[src/design/ptop_pkg.sv]
`timescale 1ns / 1ps
// Shared constants and types for the tile placer.
// No dependencies.
package ptop_pkg;
  localparam int MAX_NODES_DEF = 16;
  localparam int COST_W = 32;
  localparam int SHIFT_W = 32;
  localparam int POS_W = 40;
  localparam int CNT_W = 5;
  localparam int TILE_W = 4;
  localparam logic [COST_W-1:0] NO_EDGE = '1;
  // 1000000.0 in Q20.12.
  localparam logic [COST_W-1:0] COST_LIMIT = 32'd4096000000;
  localparam logic [CNT_W-1:0] NODE_COUNT_RST = 5'd4;
  localparam logic OP_LOAD = 1'b0;
  localparam logic OP_START = 1'b1;

  typedef struct packed {
    logic load;       // write the edge beat into the stores
    logic run_init;   // start a build: clear mask, place root
    logic scan_rd;    // issue a read for the current scan pair
    logic scan_eval;  // compare the returned cost
    logic scan_clr;   // clear the best tracker before a sweep
    logic place_rd;   // issue a read of the shifts of the best pair
    logic place;      // join the best tile and compute its position
    logic emit_tree;  // load output with the newest tree tile
    logic emit_rest;  // load output with the current leftover tile
    logic clr_wr;     // clear one cost entry
  } ptop_cmd_t;

  typedef struct packed {
    logic found;      // sweep found a usable edge
    logic rest_valid; // current leftover tile is outside the tree
  } ptop_sts_t;
endpackage

[src/design/ptop_ctrl.sv]
`timescale 1ns / 1ps
// Controller: sequences loads, Prim sweeps, emission and the cost clear.
// Depends on ptop_pkg.
module ptop_ctrl import ptop_pkg::*; #(
  parameter int MAX_NODES = MAX_NODES_DEF
) (
  input  logic                         clk,
  input  logic                         rst_n,
  input  logic                         in_valid,
  output logic                         in_stall,
  input  logic                         in_op,
  input  logic                         cfg_we,
  input  logic [CNT_W-1:0]             cfg_node_count,
  output logic                         out_valid,
  input  logic                         out_stall,
  output logic                         out_last,
  input  ptop_sts_t                    sts,
  output ptop_cmd_t                    cmd,
  output logic [$clog2(MAX_NODES)-1:0] ord_t,
  output logic [$clog2(MAX_NODES)-1:0] scan_v,
  output logic [$clog2(MAX_NODES)-1:0] cnt,
  output logic [$clog2(MAX_NODES)-1:0] rest_v,
  output logic [2*$clog2(MAX_NODES)-1:0] clr_addr
);
  localparam int NW = $clog2(MAX_NODES);
  localparam int AW = 2 * NW;
  localparam logic [2:0] S_IDLE = 3'd0;
  localparam logic [2:0] S_SCAN = 3'd1;
  localparam logic [2:0] S_DRAIN = 3'd2;
  localparam logic [2:0] S_PLACE = 3'd3;
  localparam logic [2:0] S_EMIT = 3'd4;
  localparam logic [2:0] S_REST = 3'd5;
  localparam logic [2:0] S_CLEAR = 3'd6;

  logic [2:0] st_r, st_nxt;
  logic [CNT_W-1:0] nc_r;
  logic [NW:0] n_eff, cnt_r, cnt_nxt;
  logic [NW-1:0] t_r, t_nxt, v_r, v_nxt, rv_r, rv_nxt;
  logic [AW-1:0] ca_r, ca_nxt;
  logic ov_r, ov_nxt, ol_r, ol_nxt;
  logic [1:0] dr_r, dr_nxt;
  logic out_free, in_acc;

  always_comb begin
    if (nc_r < CNT_W'(2)) n_eff = (NW+1)'(2);
    else if (32'(nc_r) > MAX_NODES) n_eff = (NW+1)'(MAX_NODES);
    else n_eff = (NW+1)'(nc_r);
  end

  assign out_free = !ov_r || !out_stall;
  assign in_stall = (st_r != S_IDLE) || !out_free;
  assign in_acc = in_valid && !in_stall;

  always_comb begin
    st_nxt = st_r;
    cnt_nxt = cnt_r;
    t_nxt = t_r;
    v_nxt = v_r;
    rv_nxt = rv_r;
    ca_nxt = ca_r;
    dr_nxt = dr_r;
    ov_nxt = ov_r && out_stall;
    ol_nxt = ol_r;
    cmd = '0;
    unique case (st_r)
      S_IDLE: begin
        if (in_acc && in_op == OP_LOAD) cmd.load = 1'b1;
        if (in_acc && in_op == OP_START) begin
          cmd.run_init = 1'b1;
          cmd.scan_clr = 1'b1;
          ov_nxt = 1'b1;
          ol_nxt = 1'b0;
          cnt_nxt = (NW+1)'(1);
          t_nxt = '0;
          v_nxt = '0;
          st_nxt = S_SCAN;
        end
      end
      S_SCAN: begin
        cmd.scan_rd = 1'b1;
        cmd.scan_eval = 1'b1;
        if ((NW+1)'(v_r) == n_eff - 1'b1) begin
          v_nxt = '0;
          if ((NW+1)'(t_r) == cnt_r - 1'b1) begin
            dr_nxt = 2'd1;
            st_nxt = S_DRAIN;
          end else t_nxt = t_r + 1'b1;
        end else v_nxt = v_r + 1'b1;
      end
      S_DRAIN: begin
        cmd.scan_eval = 1'b1;
        st_nxt = S_PLACE;
      end
      S_PLACE: begin
        // While dr_r is set the place-address mux issues the shift read; the join uses its result.
        if (!sts.found) begin
          rv_nxt = '0;
          st_nxt = S_REST;
        end else if (dr_r == 2'd1) begin
          cmd.place_rd = 1'b1;
          dr_nxt = 2'd0;
        end else begin
          cmd.place = 1'b1;
          st_nxt = S_EMIT;
        end
      end
      S_EMIT: begin
        if (out_free) begin
          cmd.emit_tree = 1'b1;
          ov_nxt = 1'b1;
          cmd.scan_clr = 1'b1;
          t_nxt = '0;
          v_nxt = '0;
          cnt_nxt = cnt_r + 1'b1;
          ol_nxt = (cnt_r + 1'b1 == n_eff);
          if (cnt_r + 1'b1 == n_eff) begin
            ca_nxt = '0;
            st_nxt = S_CLEAR;
          end else st_nxt = S_SCAN;
        end
      end
      S_REST: begin
        if (!sts.rest_valid) begin
          if ((NW+1)'(rv_r) == n_eff - 1'b1) begin
            ca_nxt = '0;
            st_nxt = S_CLEAR;
          end else rv_nxt = rv_r + 1'b1;
        end else if (out_free) begin
          cmd.emit_rest = 1'b1;
          ov_nxt = 1'b1;
          cnt_nxt = cnt_r + 1'b1;
          ol_nxt = (cnt_r + 1'b1 == n_eff);
          if ((NW+1)'(rv_r) == n_eff - 1'b1) begin
            ca_nxt = '0;
            st_nxt = S_CLEAR;
          end else rv_nxt = rv_r + 1'b1;
        end
      end
      S_CLEAR: begin
        cmd.clr_wr = 1'b1;
        ca_nxt = ca_r + 1'b1;
        if (ca_r == {AW{1'b1}}) st_nxt = S_IDLE;
      end
      default: st_nxt = S_IDLE;
    endcase
  end

  // The place-address mux presents the best pair while place_rd is set; S_PLACE
  // first issues that shift read, then joins the tile once the shifts return.
  // Reset starts with a clearing pass so the cost store reads "no edge".
  always_ff @(posedge clk) begin
    if (!rst_n) begin
      st_r <= S_CLEAR;
      nc_r <= NODE_COUNT_RST;
      ov_r <= 1'b0;
      ol_r <= 1'b0;
      cnt_r <= '0;
      t_r <= '0;
      v_r <= '0;
      rv_r <= '0;
      ca_r <= '0;
      dr_r <= '0;
    end else begin
      st_r <= st_nxt;
      if (cfg_we) nc_r <= cfg_node_count;
      ov_r <= ov_nxt;
      ol_r <= ol_nxt;
      cnt_r <= cnt_nxt;
      t_r <= t_nxt;
      v_r <= v_nxt;
      rv_r <= rv_nxt;
      ca_r <= ca_nxt;
      dr_r <= dr_nxt;
    end
  end

  assign out_valid = ov_r;
  assign out_last = ol_r;
  assign ord_t = t_r;
  assign scan_v = v_r;
  assign cnt = cnt_r[NW-1:0];
  assign rest_v = rv_r;
  assign clr_addr = ca_r;

`ifndef ASSERT_OFF
  a_no_accept_busy: assert property (@(posedge clk) disable iff (!rst_n)
    (st_r != S_IDLE) |-> !in_acc) else $error("item accepted while busy");
  a_place_found: assert property (@(posedge clk) disable iff (!rst_n)
    cmd.place |-> sts.found) else $error("placement without an edge");
  a_cnt_bound: assert property (@(posedge clk) disable iff (!rst_n)
    (st_r == S_SCAN) |-> (cnt_r < n_eff)) else $error("tree count overrun");
  a_clear_idle: assert property (@(posedge clk) disable iff (!rst_n)
    (st_r == S_CLEAR && ca_r == {AW{1'b1}}) |=> (st_r == S_IDLE))
    else $error("clear pass did not end");
`endif
endmodule

[config.mk]
export PLATFORM = sky130hd
export DESIGN_NAME = ptop_ctrl
export DESIGN_NICKNAME = d
export VERILOG_FILES = /design/src/design/ptop_pkg.sv /design/src/design/ptop_ctrl.sv
export SDC_FILE = /design/constraint.sdc
export NUM_CORES = 1
export LEC_CHECK = 0
export BUFFER_PORTS_ARGS = -buffer_cell sky130_fd_sc_hd__buf_2
export CAP_MARGIN = 15
export CORE_ASPECT_RATIO = 0.5
export CORE_MARGIN = 2
export CORE_UTILIZATION = 60
export CTS_BUF_LIST = sky130_fd_sc_hd__clkbuf_2 sky130_fd_sc_hd__clkbuf_4 sky130_fd_sc_hd__clkbuf_8
export CTS_CLUSTER_DIAMETER = 60
export CTS_CLUSTER_SIZE = 28
export DETAILED_ROUTE_END_ITERATION = 6
export PLACE_DENSITY = 0.86
export SLEW_MARGIN = 40
export SYNTH_ARGS = -nofsm -noshare
export SYNTH_HDL_FRONTEND = slang
export SYNTH_SLANG_ARGS = --single-unit
[constraint.sdc]
create_clock -name clk -period 4.01 [get_ports clk]
set_input_delay 0.802 -clock clk [delete_from_list [all_inputs] [get_ports clk]]
set_output_delay 0.802 -clock clk [all_outputs]
set_load 0.03 [all_outputs]
# --- After elaboration in Yosys (flattened, before gate mapping) ---
# Cells that the tools add are included.
word_totals:
  regBits: 37
  out_inout_bits: 37
  input_bits: 13
classes:
  n_mux: 64
  n_reduce_logical: 25
  order_cmp: 2
  n_addsub: 7
  n_bitwise: 1
  n_eq_ne: 25
ops:
  columns: ["cell", "count"]
  rows:
  - ["$mux W8", 5]
  - ["$mux W4", 9]
  - ["$mux W3", 11]
  - ["$mux W5", 5]
  - ["$pmux W4 S3", 2]
  - ["$pmux W8 S3", 1]
  - ["$ne A2 B2 Y1 const B", 11]
  - ["$pmux W3 S7", 1]
  - ["$mux W1", 17]
  - ["$eq A4 B5 Y1", 3]
  - ["$pmux W5 S3", 1]
  - ["$mux W2", 7]
  - ["$add A4 B1 Y4 const B", 3]
  - ["$reduce_bool A3 Y1", 4]
  - ["$reduce_and A5 Y1", 2]
  - ["$sub A5 B1 Y5 const B", 2]
  - ["$eq A3 B3 Y1 const B", 3]
  - ["$reduce_and A3 Y1", 3]
  - ["$add A8 B1 Y8 const B", 1]
  - ["$eq A8 B8 Y1 const B", 1]
  - ["$pmux W4 S2", 1]
  - ["$reduce_and A7 Y1", 1]
  - ["$eq A3 B2 Y1 const B", 2]
  - ["$ne A3 B3 Y1 const B", 2]
  - ["17 further kinds", 26]

# --- Depth between registers and ports, before layout ---
depth:
  depth_word: 9
  depth_mapped: 11
  depth_no_buf: 10

# --- Least setup slack after synthesis ---
# No wires, ideal clock.
synth_path:
  path_type: "input to output"
  startpoint: "in out_stall"
  endpoint: "out cmd[5] (netlist name)"
  required_time_ns: 3.208
  t_arrival_ns: 2.134
  stages: 3
  n_path_buf: 1
  slack_ns: 1.074
  path_cell_list: "and2_1 -> clkbuf_1 -> nor4_1"
synth_lines:
  columns: ["element", "line_no", "text"]
  rows:
  - ["start, declared", "ptop_ctrl.sv:15", "input logic out_stall,"]
  - ["end, declared", "ptop_ctrl.sv:18", "output ptop_cmd_t cmd,"]

# --- Worst setup path in the final report ---
layout_path:
  startpoint: "reg nc_r[2]"
  endpoint: "reg ca_r[1], in the netlist clr_addr[1]"
layout_between:
  elab_chain_cells: 9
layout_rtl:
  columns: ["element", "line_no", "text"]
  rows:
  - ["start, declared", "ptop_ctrl.sv:36", "logic [CNT_W-1:0] nc_r;"]
  - ["start signal, assigned", "ptop_ctrl.sv:165", "if (cfg_we) nc_r <= cfg_node_count;"]
  - ["$gt A5 B5 Y1", "ptop_ctrl.sv:46", "else if (32'(nc_r) > MAX_NODES) n_eff = (NW+1)'(MAX_NODES);"]
  - ["$mux W5", "ptop_ctrl.sv:46", null]
  - ["$mux W5 (*)", "ptop_ctrl.sv:45", "if (nc_r < CNT_W'(2)) n_eff = (NW+1)'(2);"]
  - ["$sub A5 B1 Y5", "ptop_ctrl.sv:124, ptop_ctrl.sv:133", null]
  - ["$eq A4 B5 Y1", "ptop_ctrl.sv:124, ptop_ctrl.sv:133", null]
  - ["$mux W8 (3 in a row)", null, null]
  - ["$pmux W8 S3", null, null]
  - ["end signal, assigned", "ptop_ctrl.sv:172", "ca_r <= ca_nxt;"]
  - ["end, declared", "ptop_ctrl.sv:39", "logic [AW-1:0] ca_r, ca_nxt;"]
# Every way passes the cells marked *; elsewhere a longest branch is shown, timed or not. The select of a mux whose other input is x is not followed.
# A chain may end at the register's enable or synchronous reset.

==> impl_metrics.json <==
{
  "ctsHoldBuffers": 0,
  "cp-end-kind": "flop",
  "ys.flop_type": "dfxtp_1",
  "fmaxAchievable_mhz": 326,
  "core_um2": 3920,
  "ctsResizeCount": 0,
  "cts_tree": "built",
  "remaining_drc_errors": 0,
  "yosys-top-cells-area": "dfxtp_1 (29%), o21ai_0 (5.0%), nor2_1 (4.2%)",
  "cp.required_ns": 4.17,
  "h-tree-depth": 2,
  "num_vias": 2602,
  "period_share_pct": 76.5,
  "tritoncts.num_buffers": 5,
  "yosys.area.top_type": "dfxtp_1",
  "seq_area_frac_synth_pct": 29.1,
  "slew_violations": 0,
  "wl_per_cell_um": 15.9,
  "ys_top_cells_by_count": "dfxtp_1 (36), nor2_1 (28), o21ai_0 (25)",
  "num_rows": 16,
  "synth_edf_count": 0,
  "cts_sinks": 36,
  "fin_setup_tns_ns": 0,
  "die_width_um": 94.9,
  "grt_usage_pct": 29.4,
  "drtIter0Drc": 248,
  "syn_nets": 337,
  "hpwl_um": 4780,
  "grt_pass1_vias": 2437,
  "synth_top_cell_area_share_pct": 29.1,
  "ys_ff_latch": 36,
  "port_buffers": 49,
  "syn2layout_area_growth_pct": 11.3,
  "critPathLaunchType": "flop",
  "netlist-cell-type-count": 63,
  "place_area_um2": 2660,
  "powerDensity_nw_per_um2": 267,
  "p_leak_nw": 1.20,
  "root_buffer": "clkbuf_8",
  "syn_area_per_cell_um2": 7.82,
  "pin_count": 50,
  "worst_slack_ns": 0.943,
  "fp.dieH_um": 49.5,
  "grt_overflow": 0,
  "async_flop_share_pct": 0,
  "clock_latency_ns": 0.30,
  "period_needed_ns": 3.07,
  "tightest_slew_ns": 0.751,
  "syn_inst": 317,
  "maxCapViolCount": 0,
  "initial_utilization_pct": 63.2,
  "fillCellCount": 352,
  "nets": 372,
  "crit_type": "reg2reg",
  "cts.clk_slew.worst_paths_ns": 0.07,
  "ant_nets": 0,
  "yosysWarnings": 0,
  "rsz0062_at_grt": "false",
  "cts_setup_buffers": 0,
  "rr_startpoint": "nc_r[2]",
  "gp_congestion": 0.873,
  "wirelength_um": 6470,
  "vias_per_cell": 6.39,
  "dieArea_um2": 4690,
  "first_pass_iters": 5,
  "setup_viol": 0,
  "drive_gt1_share_pct": 20.1,
  "multi_input_area_um2": 1580,
  "grt_max_degree": 23,
  "synth.most_common_cell": "dfxtp_1",
  "hold_path.class": "reg2reg",
  "crit_start": "nc_r[2]",
  "critPathArrivalTime_ns": 3.23,
  "max_slew_margin_pct": 49.9,
  "antenna_found_initial": 0,
  "min_from": "out_last",
  "skew_ns": 0.00751,
  "register_area_um2": 721,
  "netlist_area_um2": 2480,
  "hold_viol_final": 0,
  "pre_cts_ws_ns": 1.05,
  "final_area_um2": 2760,
  "vdd_drop_max_mv": 0.174,
  "worst-path-max-fanout": 11,
  "grt_pass1_wl_um": 10800,
  "diodes": 0,
  "outcome": "completed",
  "clk_path_buf_depth": 2
}
layer usage:
metal  GRT usage (%)  vias up  part of all wire [%]
li1                -     1228                     -
met1            37.9     1220                    43
met2            48.3      125                    46
met3            6.57       29                   8.4
met4            10.9        0                   2.4
met5               0        -                     0
placed cells by master (no fill, tap or decap), types with 7 or more instances in the layout:
cell,count
nand2_1,21
a21oi_1,19
nor2b_1,7
ha_1,7
nand3_1,16
xor2_1,9
buf_2,49
nor3_1,13
inv_1,11
nor2_1,28
dfxtp_1,36
mux2i_1,8
and3_1,7
o21ai_0,25
sequential cells by signal, indices dropped and copies added, names as in the netlist:
name,cells
nc_r,5
scan_v,4
st_r,3
out_last,1
out_valid,1
rest_v,4
cnt_r,5
clr_addr,8
ord_t,4
dr_r,1
per-stage QoR:
stage          power, W  utilization, %  hold slack (ns)  cells
6_report       0.000736            70.3            0.477    407
4_1_cts        0.000735            70.3            0.487    407
2_1_floorplan  0.000441               -            0.483    317
5_1_grt        0.000767            70.3            0.505    407
3_5_place_dp   0.000458            67.8            0.470    399
3_3_place_gp   0.000453            67.8            0.438    399
kinds of logic after synthesis:
kind of cell | Yosys count | share of synthesized area, %
mux | 9 | 3.69
simple gates | 123 | 25.5
buf+inv | 33 | 7.12
xor+xnor | 15 | 5.30
compound gates | 94 | 25.7
fa+ha+maj | 7 | 3.53
flops | 36 | 29.1
worst max-delay path, stage by stage (launching register included):
cell       delay [ns]
dfxtp_1          0.41
nor3_1           0.55
nor2_1           0.14
inv_1            0.09
ha_1             0.27
xor2_1           0.27
o211ai_1         0.16
a32oi_1          0.33
o2111ai_1        0.16
a21oi_1          0.39
o21ai_0          0.16
report_power, final:
part | internal (W) | leakage, nW | switching (W)
registers | 0.000363 | 0.292 | 0.0000109
clock network | 0.000154 | 0.0523 | 0.000130
logic | 0.0000317 | 0.855 | 0.0000469
final timing paths:
path | endpoint | slack [ns] | cells past startpoint
hold / removal | out_last | 0.48 | 2
hold reg to reg | out_last | 0.48 | 2
setup reg to reg | clr_addr[1] | 0.94 | 10
setup / recovery | clr_addr[1] | 0.94 | 10
cell type report:
| cell class | count | area share, % |
|---|---|---|
| flip-flops and latches | 36 | 26.1 |
| repair buffers | 49 | 8.89 |
| inverters | 12 | 1.63 |
| multi-input cells | 248 | 57.4 |
| well taps | 54 | 2.45 |
| clock buffers | 8 | 3.54 |
Note: power is estimated with default switching activity, not from simulation.
